### config.mk
export PLATFORM = sky130hd
export DESIGN_NAME = preemptive_priority_scheduler
export DESIGN_NICKNAME = d
export VERILOG_FILES = /design/src/rtl/core/pps_pkg.sv /design/src/rtl/core/preemptive_priority_scheduler.sv /design/src/rtl/core/pps_ram.sv
export SDC_FILE = /design/constraint.sdc
export NUM_CORES = 1
export LEC_CHECK = 0
export CORE_UTILIZATION = 50
export CTS_CLUSTER_DIAMETER = 150
export DETAILED_ROUTE_END_ITERATION = 10
export DONT_BUFFER_PORTS = 1
export PLACE_DENSITY_LB_ADDON = 0.2
export SLEW_MARGIN = 20
export SYNTH_ARGS = -nofsm -noshare
export SYNTH_HDL_FRONTEND = slang
export SYNTH_SLANG_ARGS = --single-unit
### constraint.sdc
create_clock -name clk -period 7.54 [get_ports clk]
set_input_delay 0.377 -clock clk [delete_from_list [all_inputs] [get_ports clk]]
set_output_delay 0.377 -clock clk [all_outputs]
set_load 0.02 [all_outputs]
### src/rtl/core/pps_pkg.sv
package pps_pkg;

  // Default table size
  localparam int MAX_TASKS_DEF = 16;

  // Field widths fixed by the interface
  localparam int TIME_W = 21;
  localparam int ARR_W  = 16;
  localparam int BUR_W  = 16;
  localparam int PRIO_W = 8;

  // Saturation point of the time counter
  localparam logic [TIME_W-1:0] TIME_MAX = 21'h1FFFFF;

  // Request codes
  localparam logic REQ_LOAD = 1'b0;
  localparam logic REQ_TICK = 1'b1;

  // Status codes
  localparam logic [1:0] STAT_OK    = 2'd0;
  localparam logic [1:0] STAT_FULL  = 2'd1;
  localparam logic [1:0] STAT_ZBURST = 2'd2;

  // One task slot as kept in the task memory
  typedef struct packed {
    logic [ARR_W-1:0]  arrival;
    logic [BUR_W-1:0]  burst;
    logic [BUR_W-1:0]  remain;
    logic [PRIO_W-1:0] prio;
    logic              done;
  } task_entry_t;

  localparam int ENTRY_W = $bits(task_entry_t);

endpackage

### src/rtl/core/preemptive_priority_scheduler.sv
// Load: accepted when idle, result strobed on the next cycle; next beat may follow at once.
// Tick: scans the task memory one slot per cycle through its read port; the result is
//   strobed from the finish state after the scan and update states, and busy drops in
//   that same cycle, so the next tick may be accepted while the result is shown.
// Results are shown for one cycle only; the receiver cannot stall them.
// Reset (synchronous, rst high) clears time and task counts; the memory needs no clearing.
module preemptive_priority_scheduler
  import pps_pkg::*;
#(
  parameter int MAX_TASKS = MAX_TASKS_DEF
) (
  input  logic              clk,
  input  logic              rst,
  input  logic              start,
  output logic              busy,
  input  logic              req_type,
  input  logic [ARR_W-1:0]  arrival,
  input  logic [BUR_W-1:0]  burst,
  input  logic [PRIO_W-1:0] prio,
  output logic              out_valid,
  output logic [1:0]        status,
  output logic              ran_valid,
  output logic [3:0]        ran_slot,
  output logic              finished,
  output logic [TIME_W-1:0] finish_time,
  output logic [TIME_W-1:0] turnaround,
  output logic [TIME_W-1:0] wait_time,
  output logic              all_done
);

  localparam int SLOT_W = $clog2(MAX_TASKS);
  localparam int CNT_W  = $clog2(MAX_TASKS + 1);
  localparam logic [CNT_W-1:0] CNT_MAX = CNT_W'(MAX_TASKS);

  typedef enum logic [1:0] {
    ST_IDLE,
    ST_SCAN,
    ST_UPDATE,
    ST_FINISH
  } state_t;

  state_t            state;
  logic [TIME_W-1:0] now;
  logic [CNT_W-1:0]  loaded_count;
  logic [CNT_W-1:0]  finished_count;
  logic [CNT_W-1:0]  issue_idx;
  logic              rd_vld;
  logic [SLOT_W-1:0] rd_slot;
  logic              found;
  task_entry_t       best_ent;
  logic [SLOT_W-1:0] best_slot;

  // Memory ports
  logic              wr_en;
  logic [SLOT_W-1:0] wr_addr;
  task_entry_t       wr_ent;
  logic [SLOT_W-1:0] rd_addr;
  task_entry_t       rd_ent;
  logic [ENTRY_W-1:0] rd_word;

  // Derived values
  logic              accept;
  logic              load_ok;
  logic              eligible;
  logic              better;
  logic [BUR_W-1:0]  remain_dec;
  logic              fin;
  logic [TIME_W-1:0] now_inc;

  // Low four bits of a slot number, for any slot width
  function automatic logic [3:0] slot4(input logic [SLOT_W-1:0] s);
    logic [SLOT_W+3:0] w;
    w = {4'b0000, s};
    return w[3:0];
  endfunction

  assign busy   = (state != ST_IDLE);
  assign accept = start && !busy;
  assign load_ok = accept && (req_type == REQ_LOAD) && (loaded_count < CNT_MAX)
                   && (burst != '0);

  // Candidate test on the beat coming back from memory
  assign rd_ent   = task_entry_t'(rd_word);
  assign eligible = rd_vld && !rd_ent.done && (rd_ent.remain != '0)
                    && ({5'b00000, rd_ent.arrival} <= now);
  assign better   = !found || (rd_ent.prio < best_ent.prio)
                    || ((rd_ent.prio == best_ent.prio) && (rd_ent.arrival < best_ent.arrival));

  assign remain_dec = best_ent.remain - BUR_W'(1);
  assign fin        = found && (remain_dec == '0);
  assign now_inc    = (now == TIME_MAX) ? now : now + TIME_W'(1);

  // Write port: new task on load, served task on update
  always_comb begin
    wr_en   = 1'b0;
    wr_addr = loaded_count[SLOT_W-1:0];
    wr_ent  = '{arrival: arrival, burst: burst, remain: burst, prio: prio, done: 1'b0};
    if (state == ST_UPDATE) begin
      wr_en   = found;
      wr_addr = best_slot;
      wr_ent  = best_ent;
      wr_ent.remain = remain_dec;
      wr_ent.done   = (remain_dec == '0);
    end else if (load_ok) begin
      wr_en = 1'b1;
    end
  end

  assign rd_addr = issue_idx[SLOT_W-1:0];

  pps_ram #(
    .WIDTH(ENTRY_W),
    .DEPTH(MAX_TASKS)
  ) u_task_ram (
    .clk    (clk),
    .wr_en  (wr_en),
    .wr_addr(wr_addr),
    .wr_data(ENTRY_W'(wr_ent)),
    .rd_addr(rd_addr),
    .rd_data(rd_word)
  );

  // Sequencer, counters and result registers
  always_ff @(posedge clk) begin
    if (rst) begin
      state          <= ST_IDLE;
      now            <= '0;
      loaded_count   <= '0;
      finished_count <= '0;
      out_valid      <= 1'b0;
      rd_vld         <= 1'b0;
      found          <= 1'b0;
    end else begin
      out_valid <= 1'b0;
      case (state)
        ST_IDLE: begin
          if (accept) begin
            if (req_type == REQ_LOAD) begin
              out_valid   <= 1'b1;
              ran_valid   <= 1'b0;
              finished    <= 1'b0;
              finish_time <= '0;
              turnaround  <= '0;
              wait_time   <= '0;
              ran_slot    <= 4'd0;
              all_done    <= (finished_count == loaded_count);
              if (loaded_count >= CNT_MAX) begin
                status <= STAT_FULL;
              end else if (burst == '0) begin
                status <= STAT_ZBURST;
              end else begin
                status       <= STAT_OK;
                ran_slot     <= slot4(loaded_count[SLOT_W-1:0]);
                loaded_count <= loaded_count + CNT_W'(1);
                all_done     <= 1'b0;
              end
            end else begin
              state     <= ST_SCAN;
              issue_idx <= '0;
              found     <= 1'b0;
              rd_vld    <= 1'b0;
            end
          end
        end

        ST_SCAN: begin
          // issue one read per cycle, compare the beat returned from the previous one
          if (issue_idx < loaded_count) begin
            rd_vld    <= 1'b1;
            rd_slot   <= issue_idx[SLOT_W-1:0];
            issue_idx <= issue_idx + CNT_W'(1);
          end else begin
            rd_vld <= 1'b0;
            if (!rd_vld) begin
              state <= ST_UPDATE;
            end
          end
          if (eligible && better) begin
            found     <= 1'b1;
            best_ent  <= rd_ent;
            best_slot <= rd_slot;
          end
        end

        ST_UPDATE: begin
          now         <= now_inc;
          status      <= STAT_OK;
          ran_valid   <= found;
          ran_slot    <= found ? slot4(best_slot) : 4'd0;
          finished    <= fin;
          finish_time <= fin ? now_inc : '0;
          turnaround  <= fin ? now_inc - {5'b00000, best_ent.arrival} : '0;
          if (fin) begin
            finished_count <= finished_count + CNT_W'(1);
          end
          state <= ST_FINISH;
        end

        ST_FINISH: begin
          // wait time saturates at zero
          if (finished && (turnaround >= {5'b00000, best_ent.burst})) begin
            wait_time <= turnaround - {5'b00000, best_ent.burst};
          end else begin
            wait_time <= '0;
          end
          all_done  <= (finished_count == loaded_count);
          out_valid <= 1'b1;
          state     <= ST_IDLE;
        end

        default: begin
          state <= ST_IDLE;
        end
      endcase
    end
  end

endmodule

### src/rtl/core/pps_ram.sv
module pps_ram #(
  parameter int WIDTH = 8,
  parameter int DEPTH = 16
) (
  input  logic                     clk,
  input  logic                     wr_en,
  input  logic [$clog2(DEPTH)-1:0] wr_addr,
  input  logic [WIDTH-1:0]         wr_data,
  input  logic [$clog2(DEPTH)-1:0] rd_addr,
  output logic [WIDTH-1:0]         rd_data
);

  logic [WIDTH-1:0] mem [DEPTH];

  // One write port, one registered read port
  always_ff @(posedge clk) begin
    if (wr_en) begin
      mem[wr_addr] <= wr_data;
    end
    rd_data <= mem[rd_addr];
  end

endmodule

==> flow_metrics.tcl, run 1 <==
set metrics [dict create \
    cts_setup_buffers 0 \
    dr.pass1.iters 6 \
    cts_resized 0 \
    maxCapViolCount 0 \
    p_leak_nw 16.6 \
    setup_viol 0 \
    worstRegToRegCells 8 \
    path_depth 8 \
    hold_path_depth 4 \
    holdBufCountCts 5 \
    syn_inst 2425 \
    fmax_mhz 218 \
    arrival_ps 4910 \
    grt_overflow 0 \
    ys_dominant_reg_cell "edfxtp_1" \
    path_buf_inv 2 \
    ant_nets 0 \
    async_reset_ff_frac 0 \
    synth_top_area_cell "edfxtp_1" \
    startpoint_type "flop" \
    numCtsBuffers 114 \
    slew_headroom 0.183 \
    crit_type "reg -> reg" \
    synth-warning-count 0 \
    initialDrtViolationCount 2725 \
    ys_seq_elements 1146 \
    routedWlPerCell_um 28.6 \
    fp.dieH_um 306 \
    core_area_um2 91500 \
    track_usage 0.234 \
    gp_congestion 0.871 \
    stdcell_count 3772 \
    grt_antenna_before_repair 3 \
    syn_area_um2 46200 \
    yosysTopAreaCellShare 0.685 \
    start_util 0.505 \
    hold_violations 0 \
    ys_seq_area_frac 0.725 \
    htreeDepth 3 \
    synth_compound_area_frac 0.0300 \
    power_density_nw_per_um2 312 \
    dpl.hpwl_um 63900 \
    drive_gt1_frac 0.225 \
    avgSynthCellArea_um2 19.0 \
    nets 2620 \
    clk_pin_slew_ps 60 \
    synth_edf_count 1053 \
    grt_pass1_wl_um 158000 \
    area_delta_synth_final_pct 12.0 \
    root_buffer "clkbuf_16" \
    min_from "start" \
    critPathCaptureType "flop" \
    tritoncts "yes" \
    outcome "complete, no violations" \
    synth-simple-area-share 0.0415 \
    fin_util 0.565 \
    worstMarginPinSlew_ps 1210 \
    period_needed_ps 4590 \
    worstReg2RegEnd "best_ent[9]" \
    min_to "out_valid" \
    max_stage_delay_ps 1020 \
    worstReg2RegStart "best_ent[54]" \
    num_io_pins 118 \
    rsz0062_at_grt "no" \
    r2r_slack_ps 2950 \
    grt_max_degree 139 \
    worstSkewPairLatency_ps 700 \
    die_x_um 306 \
    path_max_fanout 46 \
    synth.distinct_cells 63 \
    grt_pass1_vias 23500 \
    holdWs_ps 110 \
    peakVddDrop_uv 193 \
    die_area_um2 93600 \
    final.period_utilization 0.609 \
    fin_skew_ps 39.9 \
    drc_errors 0 \
    syn-num-nets 2557 \
    synth.area.top_cells "edfxtp_1 (68%), mux4_2 (14%), dfxtp_1 (4.0%), ha_1 (2.3%), nor2_1 (1.1%)" \
    via_per_inst 6.13 \
    crit_required_ps 7850 \
    critPathLaunch "best_ent[54]" \
    synth_top_family_by_area "multiplexers" \
    clock-sinks 1146 \
    maxSlewViolCount 0 \
    place_inst 3551 \
    holdCritPathClass "in -> reg" \
    synthAdderAreaFrac 0.0242 \
    crit_family "compound AO/OA/AOI/OAI gates" \
    synth-xor-area-share 0.0142 \
    path_cells "inv_1, ha_1, a21oi_1, nor2_1, nor4_1, o2111ai_1, a311oi_4, buf_4" \
    crit_slowest_cell "nor4_1" \
    rows 111 \
    wl_um 108000 \
    synth_mux_area_frac 0.150 \
    vias 23100 \
    io_buffers 0 \
    fin_tns_setup_ps 0 \
    clock_path_buffers 3 \
]
synth_stat cells (15+ instances only):
cell type,number
mux4_2,285
nand4_1,26
nor3_1,23
or3_1,16
clkbuf_1,75
nand2_1,56
mux2_2,40
nor4_1,17
buf_1,24
a21o_1,28
edfxtp_1,1053
o21ai_0,33
xnor2_1,52
dfxtp_1,93
nand3_1,28
a21oi_1,75
nor2_1,131
a31oi_1,15
ha_1,86
xor2_1,23
and2_1,15
nor2b_1,27
inv_1,84
layout by cell type (no fill, tap or decap), types with 6 or more instances in the layout:
cell type,synthesis,routed
ha_1,86,85
a211oi_1,8,7
clkbuf_8,0,10
clkinv_1,1,21
nand2b_1,9,9
nor4_1,17,17
o31ai_1,6,6
buf_4,0,37
o21ai_0,33,33
and2_1,15,15
nor3_1,23,23
or3_1,16,16
mux2_2,40,40
a21oi_2,0,11
bufinv_16,0,10
and3_1,14,14
xnor2_1,52,52
nor2_4,0,17
nand3_1,28,28
o21a_1,9,9
inv_1,84,84
dfxtp_1,93,93
mux4_2,285,285
a31oi_1,15,14
xor2_1,23,23
nand4_1,26,26
a21o_1,28,28
nor2_1,131,114
clkinv_2,0,20
nand2_1,56,56
nor2b_1,27,27
edfxtp_1,1053,1053
clkbuf_16,0,114
a21oi_1,75,64
clkbuf_1,75,26
layout make-up:
cell class	count	area (um2)
clock inverter	63	643
multi-input combinational	1093	12200
antenna	1	2.50
sequential	1146	33500
inverter	85	319
clock buffer	150	3090
timing repair buffer	48	473
fill	6794	39800
tap	1186	1480
layer usage:
metal | share of wire | track usage | wire length (um) | vias to the layer above
met1 | 0.42 | 0.328 | 45800 | 12200
met4 | 0.027 | 0.0645 | 2860 | 2
li1 | - | - | - | 9924
met2 | 0.48 | 0.371 | 51400 | 861
met5 | 0.00014 | 0 | 15 | -
met3 | 0.072 | 0.0523 | 7760 | 162
worst reg2reg max path: stages, from the launching register on:
cell and delay [ps]:
edfxtp_1 390, inv_1 140, ha_1 260, a21oi_1 130, nor2_1 110, nor4_1 1020
o2111ai_1 400, a311oi_4 960, buf_4 750
flip-flops by register name (all words and copies together) (netlist names), 21 cells and up:
signal              flops
u_task_ram.mem        912
now                    21
best_ent               56
wait_time              21
finish_time            21
u_task_ram.rd_data     57
turnaround             21
metrics by stage:
stage	instance area [um2]	setup slack (ps)	power, mW
after detailed placement	47800	2940	10.7
final	51700	2950	16.1
after floorplan	46200	671	9.87
after CTS	51600	2900	16.3
after global routing	51700	2630	16.7
after global placement	47800	2950	10.6
worst max-delay path by stage:
stage,endpoint,slack [ps]
2_1_floorplan,best_ent[10],670
3_3_place_gp,best_ent[9],2950
3_5_place_dp,best_ent[9],2940
4_1_cts,best_ent[6],2900
5_1_grt,turnaround[20],2630
6_report,best_ent[9],2950
cells by family (layout without fill, tap and decap cells):
logic type | Yosys count | count (layout)
XOR/XNOR | 75 | 75
other | 0 | 1
AO/OA/AOI/OAI | 215 | 215
AND/OR/NAND/NOR | 385 | 385
adder cells (fa/ha/maj) | 88 | 88
flip-flops | 1146 | 1146
buffers and inverters | 186 | 346
multiplexers | 330 | 330
power breakdown:
part / switching [mW] / internal, mW
Clock: 2.38 / 3.23
Combinational: 1.44 / 1.11
Sequential: 0.297 / 7.68
Note: power is estimated with default switching activity, not from simulation.
==> inputs of run 2 (changes only) <==
Settings changed: ABC_AREA set to 1.
Clock period 7.54 ns to 4.05 ns, I/O delays scaled along.
==> run 2 against run 1 <==
Compared with the run above:
- sequential share of layout area shrank 2.5 points
- cell count grew 38%
- highest routed layer is now met4
- count of clock-buffer cells in the layout grew 19
- synthesized cell count grew 57%
- sequential power grew 94%
- die area grew 2.8%
- worst setup slack lost 2500 ps
- sequential cell count is the same
- core utilization grew 0.88 points
==> flow_metrics.tcl, run 2 <==
set metrics [dict create \
    outcome "complete, no violations" \
    ys_seq_area_frac 0.705 \
    fmax_mhz 275 \
    synth-simple-area-share 0.112 \
    final.period_utilization 0.897 \
    htreeDepth 3 \
    track_usage 0.260 \
    syn_inst 3798 \
    grt_pass1_wl_um 185000 \
    fin_skew_ps 34.1 \
    die_area_um2 96200 \
    p_sw_mw 11.1 \
    numCtsBuffers 114 \
    grt_antenna_before_repair 1 \
    synth.distinct_cells 48 \
    clock-sinks 1146 \
    pwr-share-seq 0.449 \
    fp.dieH_um 310 \
    holdCritPathClass "in -> reg" \
    clk_pin_slew_ps 60 \
    crit_required_ps 4500 \
    synth_mux_area_frac 0.0198 \
    clock_path_buffers 3 \
    hold_violations 0 \
    crit_slowest_cell "dfxtp_1" \
    die_x_um 310 \
    syn_area_um2 47500 \
    grt_max_degree 219 \
    setup_viol 0 \
    core_area_um2 93700 \
    largest_register_ffs 912 \
    placed_area_um2 49700 \
    critPathCaptureType "flop" \
    worstMarginPinSlew_ps 1160 \
    drive_gt1_frac 0.0948 \
    slew_headroom 0.225 \
    start_util 0.506 \
    routedWlPerCell_um 24.0 \
    place_inst 4974 \
    tritoncts "yes" \
    grt_overflow 0 \
    synth_top_area_cell "edfxtp_1" \
    dpl.hpwl_um 71800 \
    nets 3999 \
    layout_common_cells "edfxtp_1 (1053), nor2_1 (639), nand2_1 (396)" \
    path_cells "ha_1, inv_2, nor3_2, and2_2, nand2_2, nor2_4, inv_2, o21ai_0, buf_4, inv_1, fa_1, nand3_1, nand2_1, nand3_1, nand2_1, a21oi_1, o21ai_0, nor2_1, nand3_1, nand2_1, nor2_1" \
    syn-num-nets 3930 \
    synth_edf_count 1053 \
    layout_commonest_cell "edfxtp_1" \
    synth_compound_area_frac 0.100 \
    p_clk_frac 0.305 \
    avgSynthCellArea_um2 12.5 \
    period_needed_ps 3630 \
    holdWs_ps 32.7 \
    grt_pass1_vias 29000 \
    ys_seq_elements 1146 \
    root_buffer "clkbuf_16" \
    drc_errors 0 \
    p_int_mw 23.3 \
    rows 112 \
    vias 30700 \
    synth_top_family_by_area "simple AND/OR/NAND/NOR gates" \
    p_leak_nw 18.8 \
    arrival_ps 4080 \
    sw_frac_of_total 0.323 \
    peakVddDrop_uv 745 \
    io_buffers 0 \
    synth-xor-area-share 0.00719 \
    rsz0062_at_grt "no" \
    maxSlewViolCount 0 \
    num_io_pins 118 \
    synthAdderAreaFrac 0.0235 \
    final_area_um2 53800 \
    regMostFlops "u_task_ram.mem" \
    startpoint_type "flop" \
    crit_type "reg -> reg" \
    path_max_fanout 5 \
    ant_nets 0 \
    dr.pass1.iters 7 \
    maxCapViolCount 0 \
    ys_dominant_reg_cell "edfxtp_1" \
    wl_um 125000 \
    synth.area.top_cells "edfxtp_1 (67%), nor2_1 (5.2%), dfxtp_1 (3.9%), o21ai_0 (3.6%), nand2_1 (3.1%)" \
    stdcell_count 5222 \
    worstSkewPairLatency_ps 720 \
    power_density_nw_per_um2 640 \
    yosysTopAreaCellShare 0.666 \
    async_reset_ff_frac 0 \
    yosysMostFrequentCell "edfxtp_1" \
    area_delta_synth_final_pct 13.3 \
    gp_congestion 0.922 \
    p_comb_frac 0.246 \
    via_per_inst 5.88 \
    reg_top3 "u_task_ram.mem (912), u_task_ram.rd_data (57), best_ent (56)" \
    max_stage_delay_ps 430 \
    initialDrtViolationCount 3572 \
    synthTopCellsByCount "edfxtp_1 (1053), nor2_1 (658), nand2_1 (396)" \
    synth-warning-count 0 \
]
==> run 2: cell types whose count changed in the layout (fill, tap and decap cells not counted), moves of 95 or more <==
| cell | delta |
|---|---|
| nor2_1 | +525 |
| nand2_1 | +340 |
| o21ai_0 | +309 |
| mux4_2 | -285 |
| o32ai_1 | +137 |
| nand3_1 | +110 |
| inv_1 | +102 |
| o221ai_1 | +95 |
==> run 2: stage by stage <==
step | worst slack (ps) | total power, mW | TNS, ps | utilization
CTS | 405 | 34.5 | 0 | 0.574
global route | 119 | 35.9 | 0 | 0.574
finish | 417 | 34.4 | 0 | 0.574
floorplan | -226 | 21.0 | -152610 | -
global placement | 520 | 23.9 | 0 | 0.529
detailed placement | 450 | 24.0 | 0 | 0.530
==> run 2: power groups by stage <==
stage          Sequential (mW)  Clock, mW  Combinational, mW
2_1_floorplan             15.5          0               5.55
3_3_place_gp              15.7          0               8.18
3_5_place_dp              15.7          0               8.31
4_1_cts                   15.5       10.6               8.40
5_1_grt                   15.5       11.1               9.29
6_report                  15.5       10.5               8.45
==> run 2: critical path: cells and delay by family (launching register included) <==
family	cells	cell delay [ps]
buffers and inverters	4	350
DFF	1	430
AOI/OAI and AO/OA	3	670
adders and majority gates	2	610
and+or+nand+nor	12	1320
==> run 2: layout make-up <==
cell class / count / area [um2]
clock inverters: 47 / 465
fillers: 7504 / 40000
inverters: 195 / 744
repair buffers: 153 / 1610
multi-input cells: 2257 / 12600
well taps: 1254 / 1570
flip-flops and latches: 1146 / 33500
clock buffers: 169 / 3300
diodes: 1 / 2.50
==> run 2: routing by layer <==
layer  track usage  share of wire  routed length [um]  vias to the layer above
li1              -              -                   -                    14100
met1         0.365           0.43               53900                    15200
met2         0.416           0.47               58900                     1203
met3        0.0420          0.074                9320                      186
met4        0.0809          0.026                3250                        0
met5             0              0                   0                        -
==> run 2: cell families (layout without fill, tap and decap cells) <==
kind of cell / Yosys count / in the layout
adder cells (fa/ha/maj): 88 / 88
other: 0 / 1
AO/OA/AOI/OAI: 742 / 742
multiplexers: 94 / 94
AND/OR/NAND/NOR: 1294 / 1294
buffers and inverters: 395 / 564
flip-flops: 1146 / 1146
XOR/XNOR: 39 / 39
==> run 2: worst paths after layout <==
path | startpoint | to | slack, ps | cells after the start
worst max register to register | now[0] | turnaround[20] | 420 | 21
worst min-delay path | arrival[0] | u_task_ram.mem[4][41] | 30 | 3
worst min register to register | u_task_ram.rd_data[30] | best_ent[30] | 400 | 0
worst max-delay path | now[0] | turnaround[20] | 420 | 21
==> run 2: repair_timing <==
action	in CTS	in global routing
hold buffers	31	0
endpoints found under the hold margin	467	0
resized for setup	0	1
setup buffers	0	0
endpoints found under the setup margin	0	1
